--- src/design/assert_macros.svh ---
// Assertion macros shared by the RTL files; they compile to nothing under synthesis.
`ifndef ASSERT_MACROS_SVH
`define ASSERT_MACROS_SVH
`ifndef SYNTHESIS
// Checked outside reset, on the rising edge of clk.
`define NRP_ASSERT(lbl, prop, msg) \
    lbl: assert property (@(posedge clk) disable iff (!rst_n) prop) else $error(msg);
// Checked at every rising edge, reset included.
`define NRP_ASSERT_ALL(lbl, prop, msg) \
    lbl: assert property (@(posedge clk) prop) else $error(msg);
`else
`define NRP_ASSERT(lbl, prop, msg)
`define NRP_ASSERT_ALL(lbl, prop, msg)
`endif
`endif

--- src/design/nrp_pkg.sv ---
// Shared types and constants of the nonce range partitioner.
`timescale 1ns / 1ps
`default_nettype none

package nrp_pkg;

    // Field widths.
    localparam int COUNT_W  = 5;
    localparam int WORKER_W = 8;
    localparam int CMD_W    = 2;
    localparam int NONCE_W  = 32;
    localparam int PCT_W    = 7;

    // Width of the 100 * done product and of the shared subtractor.
    localparam int REM_W = 39;
    localparam int SUB_W = 40;

    // Default number of counters.
    localparam int MAX_WORKERS_DEF = 16;

    // Worker count after reset.
    localparam int RESET_COUNT = 4;

    localparam logic [NONCE_W-1:0] FULL_SPACE = 32'hFFFF_FFFF;
    localparam logic [PCT_W-1:0]   PCT_SCALE  = 7'd100;

    // Command codes.
    typedef enum logic [CMD_W-1:0] {
        CMD_NEXT      = 2'd0,
        CMD_RESET_ONE = 2'd1,
        CMD_RESET_ALL = 2'd2,
        CMD_QUERY     = 2'd3
    } cmd_t;

endpackage

`default_nettype wire

--- src/design/nonce_range_partitioner.sv ---
// Nonce range partitioner: per-worker nonce counters over equal slices of the 32-bit space.
//
//  channel   | direction | tdata (low bit up)                 | tuser
//  ----------+-----------+------------------------------------+-----------------
//  s_*       | in        | worker[7:0]                        | command[1:0]
//  m_*       | out       | nonce[31:0], progress_percent[38:32] | status[0]
//  worker_count | cfg    | worker_count[4:0] written when worker_count_we is high
//
// A word with a good worker index occupies the block from its acceptance to
// the next acceptance: the accept cycle, slice start multiply, counter update,
// 100 * done multiply, seven steps of the shared subtractor for the percent
// quotient, and the output load, which waits while the output register is full.
// A bad worker index, or a reset of all workers with an index past the count,
// skips the multiply and the divide. A worker_count write runs a 32-step divide
// of 0xFFFFFFFF by the count on the same subtractor, and s_tready stays low for
// the write and the divide. After reset the slices for four workers are ready at once.
// The block holds a finished word in its output register and takes the next
// input word meanwhile; it waits for the output only when the next result is done.
`timescale 1ns / 1ps
`default_nettype none

`include "assert_macros.svh"

module nonce_range_partitioner #(
    parameter int MAX_WORKERS = nrp_pkg::MAX_WORKERS_DEF
) (
    input  wire logic                         clk,
    input  wire logic                         rst_n,

    input  wire logic                         worker_count_we,
    input  wire logic [nrp_pkg::COUNT_W-1:0]  worker_count,

    input  wire logic                         s_tvalid,
    output      logic                         s_tready,
    input  wire logic [7:0]                   s_tdata,  // worker[7:0]
    input  wire logic [1:0]                   s_tuser,  // command[1:0]

    output      logic                         m_tvalid,
    input  wire logic                         m_tready,
    output      logic [39:0]                  m_tdata,  // nonce[31:0], progress_percent[38:32]
    output      logic [0:0]                   m_tuser   // status[0]
);

    localparam int IDX_W   = (MAX_WORKERS > 1) ? $clog2(MAX_WORKERS) : 1;
    localparam int RESET_N = (MAX_WORKERS < nrp_pkg::RESET_COUNT) ?
                             MAX_WORKERS : nrp_pkg::RESET_COUNT;
    localparam logic [31:0] RESET_SLICE = 32'(64'hFFFF_FFFF / RESET_N);

    typedef enum logic [2:0] {
        S_IDLE,
        S_START,
        S_UPDATE,
        S_MUL,
        S_DIV,
        S_DONE,
        S_WDIV
    } state_t;

    state_t                              state_reg;
    logic [nrp_pkg::COUNT_W-1:0]         n_reg;
    logic [31:0]                         slice_width_reg;
    logic [MAX_WORKERS-1:0]              vld_reg;
    logic [31:0]                         nonce_mem [MAX_WORKERS];

    nrp_pkg::cmd_t                       cmd_reg;
    logic [nrp_pkg::WORKER_W-1:0]        worker_reg;
    logic [31:0]                         start_reg;
    logic [31:0]                         cur_raw_reg;
    logic                                cur_vld_reg;
    logic [32:0]                         total_reg;
    logic [31:0]                         done_reg;
    logic [nrp_pkg::REM_W-1:0]           rem_reg;
    logic [nrp_pkg::REM_W-1:0]           dsr_reg;
    logic [31:0]                         quo_reg;
    logic [4:0]                          step_reg;
    logic                                status_hold_reg;
    logic [31:0]                         nonce_hold_reg;
    logic [nrp_pkg::PCT_W-1:0]           pct_hold_reg;

    logic                                m_tvalid_reg;
    logic                                status_reg;
    logic [31:0]                         nonce_reg;
    logic [nrp_pkg::PCT_W-1:0]           pct_reg;

    logic [IDX_W-1:0]                    idx;
    logic [nrp_pkg::COUNT_W-1:0]         n_clamp;
    logic                                in_range;
    logic                                last_slice;
    logic [31:0]                         cur;
    logic [32:0]                         end33;
    logic [32:0]                         adv33;
    logic [31:0]                         new_nonce;
    logic [36:0]                         start_prod;
    logic [nrp_pkg::SUB_W-1:0]           sub_a;
    logic [nrp_pkg::SUB_W-1:0]           sub_b;
    logic [nrp_pkg::SUB_W:0]             sub_diff;
    logic                                sub_ge;
    logic                                accept;
    logic                                out_load;

    assign idx    = worker_reg[IDX_W-1:0];
    assign accept = s_tvalid && s_tready;

    // A finished word moves into the output register once that register is free.
    assign out_load = (state_reg == S_DONE) && !worker_count_we && (!m_tvalid_reg || m_tready);

    // Clamp a written count into 1..MAX_WORKERS.
    always_comb
    begin
        if (worker_count == '0)
            n_clamp = nrp_pkg::COUNT_W'(1);
        else if (32'(worker_count) > 32'(MAX_WORKERS))
            n_clamp = nrp_pkg::COUNT_W'(MAX_WORKERS);
        else
            n_clamp = worker_count;
    end

    // Slice start of the addressed worker; indices past the count are never used.
    assign start_prod = 37'(slice_width_reg) * 37'(worker_reg[nrp_pkg::COUNT_W-1:0]);

    // Counter update for the addressed worker.
    always_comb
    begin
        in_range   = worker_reg < nrp_pkg::WORKER_W'(n_reg);
        last_slice = worker_reg == (nrp_pkg::WORKER_W'(n_reg) - 8'd1);
        cur        = cur_vld_reg ? cur_raw_reg : start_reg;
        end33      = last_slice ? {1'b0, nrp_pkg::FULL_SPACE}
                                : {1'b0, start_reg + slice_width_reg - 32'd1};
        adv33      = {1'b0, cur} + 33'd1;
        unique case (cmd_reg)
            nrp_pkg::CMD_NEXT:      new_nonce = (adv33 > end33) ? start_reg : adv33[31:0];
            nrp_pkg::CMD_RESET_ONE: new_nonce = start_reg;
            nrp_pkg::CMD_RESET_ALL: new_nonce = start_reg;
            nrp_pkg::CMD_QUERY:     new_nonce = cur;
            default:                new_nonce = cur;
        endcase
    end

    // Shared subtract and compare unit for both restoring divides.
    always_comb
    begin
        if (state_reg == S_WDIV)
            sub_a = {rem_reg, 1'b1};
        else
            sub_a = {1'b0, rem_reg};
        sub_b    = {1'b0, dsr_reg};
        sub_diff = {1'b0, sub_a} - {1'b0, sub_b};
        sub_ge   = ~sub_diff[nrp_pkg::SUB_W];
    end

    // Counter storage; a counter with its valid bit clear reads as its slice start.
    always_ff @(posedge clk)
    begin
        if (state_reg == S_START)
        begin
            cur_raw_reg <= nonce_mem[idx];
        end
        if (state_reg == S_UPDATE && in_range && cmd_reg != nrp_pkg::CMD_RESET_ALL)
        begin
            nonce_mem[idx] <= new_nonce;
        end
    end

    // Sequencer, datapath registers and output register.
    always_ff @(posedge clk or negedge rst_n)
    begin
        if (!rst_n)
        begin
            state_reg       <= S_IDLE;
            n_reg           <= nrp_pkg::COUNT_W'(RESET_N);
            slice_width_reg <= RESET_SLICE;
            vld_reg         <= '0;
            cmd_reg         <= nrp_pkg::CMD_NEXT;
            worker_reg      <= '0;
            start_reg       <= '0;
            cur_vld_reg     <= 1'b0;
            total_reg       <= '0;
            done_reg        <= '0;
            rem_reg         <= '0;
            dsr_reg         <= '0;
            quo_reg         <= '0;
            step_reg        <= '0;
            status_hold_reg <= 1'b0;
            nonce_hold_reg  <= '0;
            pct_hold_reg    <= '0;
            m_tvalid_reg    <= 1'b0;
            status_reg      <= 1'b0;
            nonce_reg       <= '0;
            pct_reg         <= '0;
        end
        else
        begin
            // The output word is replaced on a load and leaves on a completed handshake.
            if (out_load)
            begin
                m_tvalid_reg <= 1'b1;
            end
            else if (m_tvalid_reg && m_tready)
            begin
                m_tvalid_reg <= 1'b0;
            end

            if (worker_count_we)
            begin
                // New count: clear all counters and divide the space again.
                n_reg     <= n_clamp;
                vld_reg   <= '0;
                rem_reg   <= '0;
                dsr_reg   <= nrp_pkg::REM_W'(n_clamp);
                quo_reg   <= '0;
                step_reg  <= 5'd31;
                state_reg <= S_WDIV;
            end
            else
            begin
                unique case (state_reg)
                    S_IDLE:
                    begin
                        if (accept)
                        begin
                            cmd_reg    <= nrp_pkg::cmd_t'(s_tuser);
                            worker_reg <= s_tdata;
                            state_reg  <= S_START;
                        end
                    end
                    S_START:
                    begin
                        start_reg   <= start_prod[31:0];
                        cur_vld_reg <= vld_reg[idx];
                        state_reg   <= S_UPDATE;
                    end
                    S_UPDATE:
                    begin
                        status_hold_reg <= (cmd_reg != nrp_pkg::CMD_RESET_ALL) && !in_range;
                        nonce_hold_reg  <= (cmd_reg == nrp_pkg::CMD_NEXT && in_range) ? cur : '0;
                        pct_hold_reg    <= '0;
                        total_reg       <= end33 - {1'b0, start_reg} + 33'd1;
                        done_reg        <= new_nonce - start_reg;
                        if (cmd_reg == nrp_pkg::CMD_RESET_ALL)
                        begin
                            vld_reg   <= '0;
                            state_reg <= in_range ? S_MUL : S_DONE;
                        end
                        else if (!in_range)
                        begin
                            state_reg <= S_DONE;
                        end
                        else
                        begin
                            vld_reg[idx] <= 1'b1;
                            state_reg    <= S_MUL;
                        end
                    end
                    S_MUL:
                    begin
                        rem_reg   <= nrp_pkg::REM_W'(done_reg) *
                                     nrp_pkg::REM_W'(nrp_pkg::PCT_SCALE);
                        dsr_reg   <= {total_reg, 6'b0};
                        quo_reg   <= '0;
                        step_reg  <= 5'd6;
                        state_reg <= S_DIV;
                    end
                    S_DIV:
                    begin
                        // One quotient bit of 100 * done / total per cycle.
                        rem_reg <= sub_ge ? sub_diff[nrp_pkg::REM_W-1:0] : rem_reg;
                        dsr_reg <= dsr_reg >> 1;
                        quo_reg <= {quo_reg[30:0], sub_ge};
                        step_reg <= step_reg - 5'd1;
                        if (step_reg == '0)
                        begin
                            pct_hold_reg <= {quo_reg[5:0], sub_ge};
                            state_reg    <= S_DONE;
                        end
                    end
                    S_DONE:
                    begin
                        if (!m_tvalid_reg || m_tready)
                        begin
                            status_reg   <= status_hold_reg;
                            nonce_reg    <= nonce_hold_reg;
                            pct_reg      <= pct_hold_reg;
                            state_reg    <= S_IDLE;
                        end
                    end
                    S_WDIV:
                    begin
                        // One quotient bit of 0xFFFFFFFF / count per cycle.
                        rem_reg  <= sub_ge ? sub_diff[nrp_pkg::REM_W-1:0]
                                           : sub_a[nrp_pkg::REM_W-1:0];
                        quo_reg  <= {quo_reg[30:0], sub_ge};
                        step_reg <= step_reg - 5'd1;
                        if (step_reg == '0)
                        begin
                            slice_width_reg <= {quo_reg[30:0], sub_ge};
                            state_reg       <= S_IDLE;
                        end
                    end
                    default:
                    begin
                        state_reg <= S_IDLE;
                    end
                endcase
            end
        end
    end

    // Ports.
    assign s_tready = (state_reg == S_IDLE) && !worker_count_we;
    assign m_tvalid = m_tvalid_reg;
    assign m_tdata  = {1'b0, pct_reg, nonce_reg};
    assign m_tuser  = status_reg;

    // Checks on the sequencer and result.
    `NRP_ASSERT(a_pct_max, m_tvalid |-> (m_tdata[38:32] <= nrp_pkg::PCT_SCALE), "progress above 100")
    `NRP_ASSERT(a_err_zero, (m_tvalid && m_tuser[0]) |-> (m_tdata == '0), "error word not zero")
    `NRP_ASSERT(a_one_item, accept |=> !s_tready, "second word taken while busy")
    `NRP_ASSERT(a_cfg_busy, worker_count_we |=> (!s_tready && slice_width_reg != '0), "cfg rebuild")
    `NRP_ASSERT_ALL(a_rst_quiet, !rst_n |-> !m_tvalid, "output valid in reset")

endmodule

`default_nettype wire
--- config.mk ---
export PLATFORM = sky130hd
export DESIGN_NAME = nonce_range_partitioner
export DESIGN_NICKNAME = d
export VERILOG_FILES = /design/src/design/nrp_pkg.sv /design/src/design/nonce_range_partitioner.sv
export VERILOG_INCLUDE_DIRS = /design/src /design/src/design
export SDC_FILE = /design/constraint.sdc
export NUM_CORES = 2
export LEC_CHECK = 0
export BUFFER_PORTS_ARGS = -buffer_cell sky130_fd_sc_hd__buf_2
export CAP_MARGIN = 20
export CORE_ASPECT_RATIO = 0.9
export CORE_MARGIN = 5
export CORE_UTILIZATION = 33
export CTS_CLUSTER_SIZE = 40
export DETAILED_ROUTE_END_ITERATION = 8
export GPL_ROUTABILITY_DRIVEN = 0
export SKIP_LAST_GASP = 1
export SYNTH_ARGS = -nofsm -noshare
export SYNTH_HDL_FRONTEND = slang
export SYNTH_SLANG_ARGS = --single-unit
--- constraint.sdc ---
create_clock -name clk -period 10.4 [get_ports clk]
set_clock_uncertainty 0.2 [all_clocks]
set_input_delay 3.12 -clock clk [delete_from_list [all_inputs] [get_ports clk]]
set_output_delay 3.12 -clock clk [all_outputs]
set_load 0.01 [all_outputs]
==> results.md <==
Run status:
- The run finished with clean final reports.

Worst hold path:
- The startpoint of the worst hold path is total_reg[12].
- Counting instances, the worst hold path has a depth of 2.
- The class of the tightest hold or removal check is reg -> reg.

Synth:
- Counting flops with a built-in enable in the synthesized netlist gives between 500 and 600.
- Synthesis inferred 903 register bits.
- The number of nets in the synthesized netlist is around 5100.
- The main flop type after synthesis is edfxtp_1.
- The number of warnings issued by yosys is 0.
- The share of async-settable or async-resettable flops after synthesis is 39.8%.
- The post-synthesis area per instance is between 10 and 15 sq um.
- The number of distinct library cells after synthesis is around 110.
- The portion of the post-synthesis area used by sequential elements is 47.9%.
- The cell count after synthesis is 4569.
- The cell area after technology mapping is 52900 sq um.

Route:
- After detailed routing, the number of remaining DRC violations is 0.
- The routed design has 147000 um of wire.
- The initial detailed-routing violation count is roughly 3100.
- The first-pass iteration count of the detailed router is 6.
- The number of nets with antenna violations after routing is 0.
- In the final routed layout, each cell accounts on average for 21.5 um.
- The total number of vias is 35900.
- The mean number of vias per cell is 5.25.

Floorplanning:
- The I/O pin total is between 60 and 70.
- The die is ~430 um wide.
- The number of standard-cell rows in the floorplan is between 100 and 150.
- The initial cell density of the core is 33.2%.
- The total die area is 168000 sq um.
- The die height is 390 um.
- The floorplan step defined a core boundary enclosing 159000 sq um.

Cells and area:
- The number of antenna repair diodes is 0.
- Across the whole layout, storage elements account for 25400 sq um.
- Summing all non-filler instances in the final layout gives an area of between 50000 and 60000 sq um.
- Of the cells placed in the final design, the portion with a size suffix greater than 1 is about 14%.
- The layout overhead on the synthesized area is 12.6%.
- The number of nets in the layout is 5150.
- The register with the most flip-flops in the layout has between 500 and 600 of them.
- After filler insertion, the fill cell instance count of the layout stands at 15400.
- Summing all multi-input logic gate instances after layout gives 25300 sq um.

Flow run:
- Across the run, the number of max-cap violations was 0.

Global route:
- Entering global routing, the biggest net connects around 140 pins.
- The number of global-route vias before repair is around 35000.
- For this run the aggregate overflow at the end of global routing stands at 0.
- The first global-routing pass estimated 224000 um of wire.
- The number of antenna violations at the first check in global routing is 2.
- Global routing used roughly 17% of the available tracks across all layers.

Clocking:
- At the later pin of the worst-skew pair, clock insertion delay measures 0.76 ns.
- The number of H-tree branching levels is 3.
- The number of clock buffers added by TritonCTS is 100.
- The tree is rooted in a clkbuf_16.
- The tree built by TritonCTS fans out to 903 sinks.
- The clock tree from TritonCTS is done.
- After clock tree synthesis, the clock-pin slew on the worst setup and hold paths is around 0.070 ns.
- The maximum clock insertion buffer count is 3.

Worst setup path:
- The worst flop-to-flop path startpoint is slice_width_reg[1].
- The slowest cell on the critical path is a221o_1.
- The critical path is of the reg -> reg type.
- The critical path arrival is 10.21 ns.
- For this run, the slowest stage of the critical path takes 0.62 ns.
- Measured in cells, the most critical reg-to-reg path has a length of 37.
- STA classifies the critical path startpoint as a flop.
- Among the stages of the critical path, the cell type that occurs most often is ha_1.
- STA classifies the critical path endpoint as a flop.
- The highest fanout seen on the critical path is 17.
- The most critical setup path has its startpoint at slice_width_reg[1].
- The critical path data required time is about 11 ns.

Timing:
- The max-slew headroom at the worst pin is approximately 31%.
- Setup total negative slack on the finished layout was measured at 0 ns.
- The routed design could run at a clock period as short as 9.81 ns.
- After layout, the worst path uses a little over nine tenths of the clock period.
- Hold timing on the final database bottoms out at a slack of roughly 0.28 ns.
- The count of final setup violators is 0.
- Setup repair after global routing left no endpoint under its margin.
- For the pin with the worst max-slew slack, the measured transition is 1.03 ns.
- The final-report hold violation count is 0.
- The final max-slew violation count is 0.
- Derived from the worst setup path, the maximum achievable clock frequency is slightly above 100 MHz.

Place:
- In this run the cell area measured after placement is 56000 sq um.
- The total of buffers placed on input and output ports is 61.
- The HPWL after detailed placement is 104000 um.
cell families (layout without fill, tap and decap cells):
kind of cell | Yosys count | after routing | share of synthesized area, %
simple gates | 1088 | 1088 | 9.37
xor+xnor | 214 | 214 | 3.54
flops | 903 | 903 | 47.9
other cells | 1 | 1 | 0.00709
buf+inv | 629 | 791 | 4.59
fa+ha+maj | 485 | 485 | 13.1
compound gates | 933 | 933 | 11.4
mux | 316 | 316 | 10.1
worst paths after layout:
path	slack, ns	end
max	0.59	done_reg[31]
min	0.28	total_reg[12]
max reg2reg	0.59	done_reg[31]
min reg2reg	0.28	total_reg[12]
max in group asynchronous	6.31	cur_vld_reg
min in group asynchronous	2.27	rem_reg[3]
cell type report:
| cell class | count | area share (%) |
|---|---|---|
| Multi-Input combinational cell | 3037 | 42.5 |
| Tap cell | 2115 | 4.44 |
| Inverter | 454 | 2.86 |
| Sequential cell | 903 | 42.6 |
| Timing Repair Buffer | 149 | 1.70 |
| Clock inverter | 65 | 1.48 |
| Clock buffer | 123 | 4.46 |
critical path: cells and delay by family, from the launching register on:
family | cells | cell delay [ns]
buffers and inverters | 3 | 0.18
AND/OR/NAND/NOR | 9 | 2.14
XOR/XNOR | 2 | 0.34
adder cells (fa/ha/maj) | 5 | 1.51
flip-flops | 1 | 0.58
AO/OA/AOI/OAI | 18 | 4.68
layer usage:
layer | up-vias | GRT usage (%) | routed length [um]
met4 | 0 | 4.91 | 4120
met3 | 194 | 2.35 | 7950
met1 | 18100 | 24.2 | 65900
met5 | - | 0 | 0
met2 | 1004 | 28.1 | 69300
li1 | 16600 | - | -
stage by stage:
step           instances  setup slack, ns  util [%]
6_report            6846            0.585      37.4
5_1_grt             6846            0.129      37.4
4_1_cts             6839            0.599      37.3
3_5_place_dp        6651            0.694      35.1
3_3_place_gp        6651            0.801      35.1
2_1_floorplan       4569             1.70         -
cells in the final DEF (no fill, tap or decap), types with 91 or more instances in the layout:
master / n
dfrtp_1: 323
inv_1: 454
xnor2_1: 118
a21o_1: 91
xor2_1: 96
a21oi_1: 203
edfxtp_1: 544
ha_1: 371
fa_1: 114
nor2_1: 163
nand2_1: 556
mux4_2: 165
clkbuf_16: 100
o21ai_0: 284
synth_stat cells, drive strengths merged, types with 26 or more instances:
library cell	n	share of area, %
nand2	557	4.0
ha	371	8.8
mux4	165	7.0
edfxtp	544	31
mux2	84	1.8
fa	114	4.3
o21ai	298	2.8
xnor2	118	2.0
a21oi	204	1.9
nor2	180	1.3
nand2b	39	0.46
buf	26	0.31
clkbuf	149	1.1
dfstp	31	1.5
nand3	58	0.55
inv	454	3.2
o21a	36	0.51
nor3	46	0.44
xor2	96	1.6
a21o	93	1.3
and2	68	0.81
o21bai	42	0.62
dfrtp	328	16
a22o	50	0.83
mux2i	67	1.3
repair_timing:
action,4_1_cts,5_1_grt
hold buffers,0,0
resized for setup,0,2
setup endpoints to repair,0,1
setup buffers,0,0
Power is not shown: default switching activity piles up to over one toggle a cycle in this logic, so the estimate is an artifact.
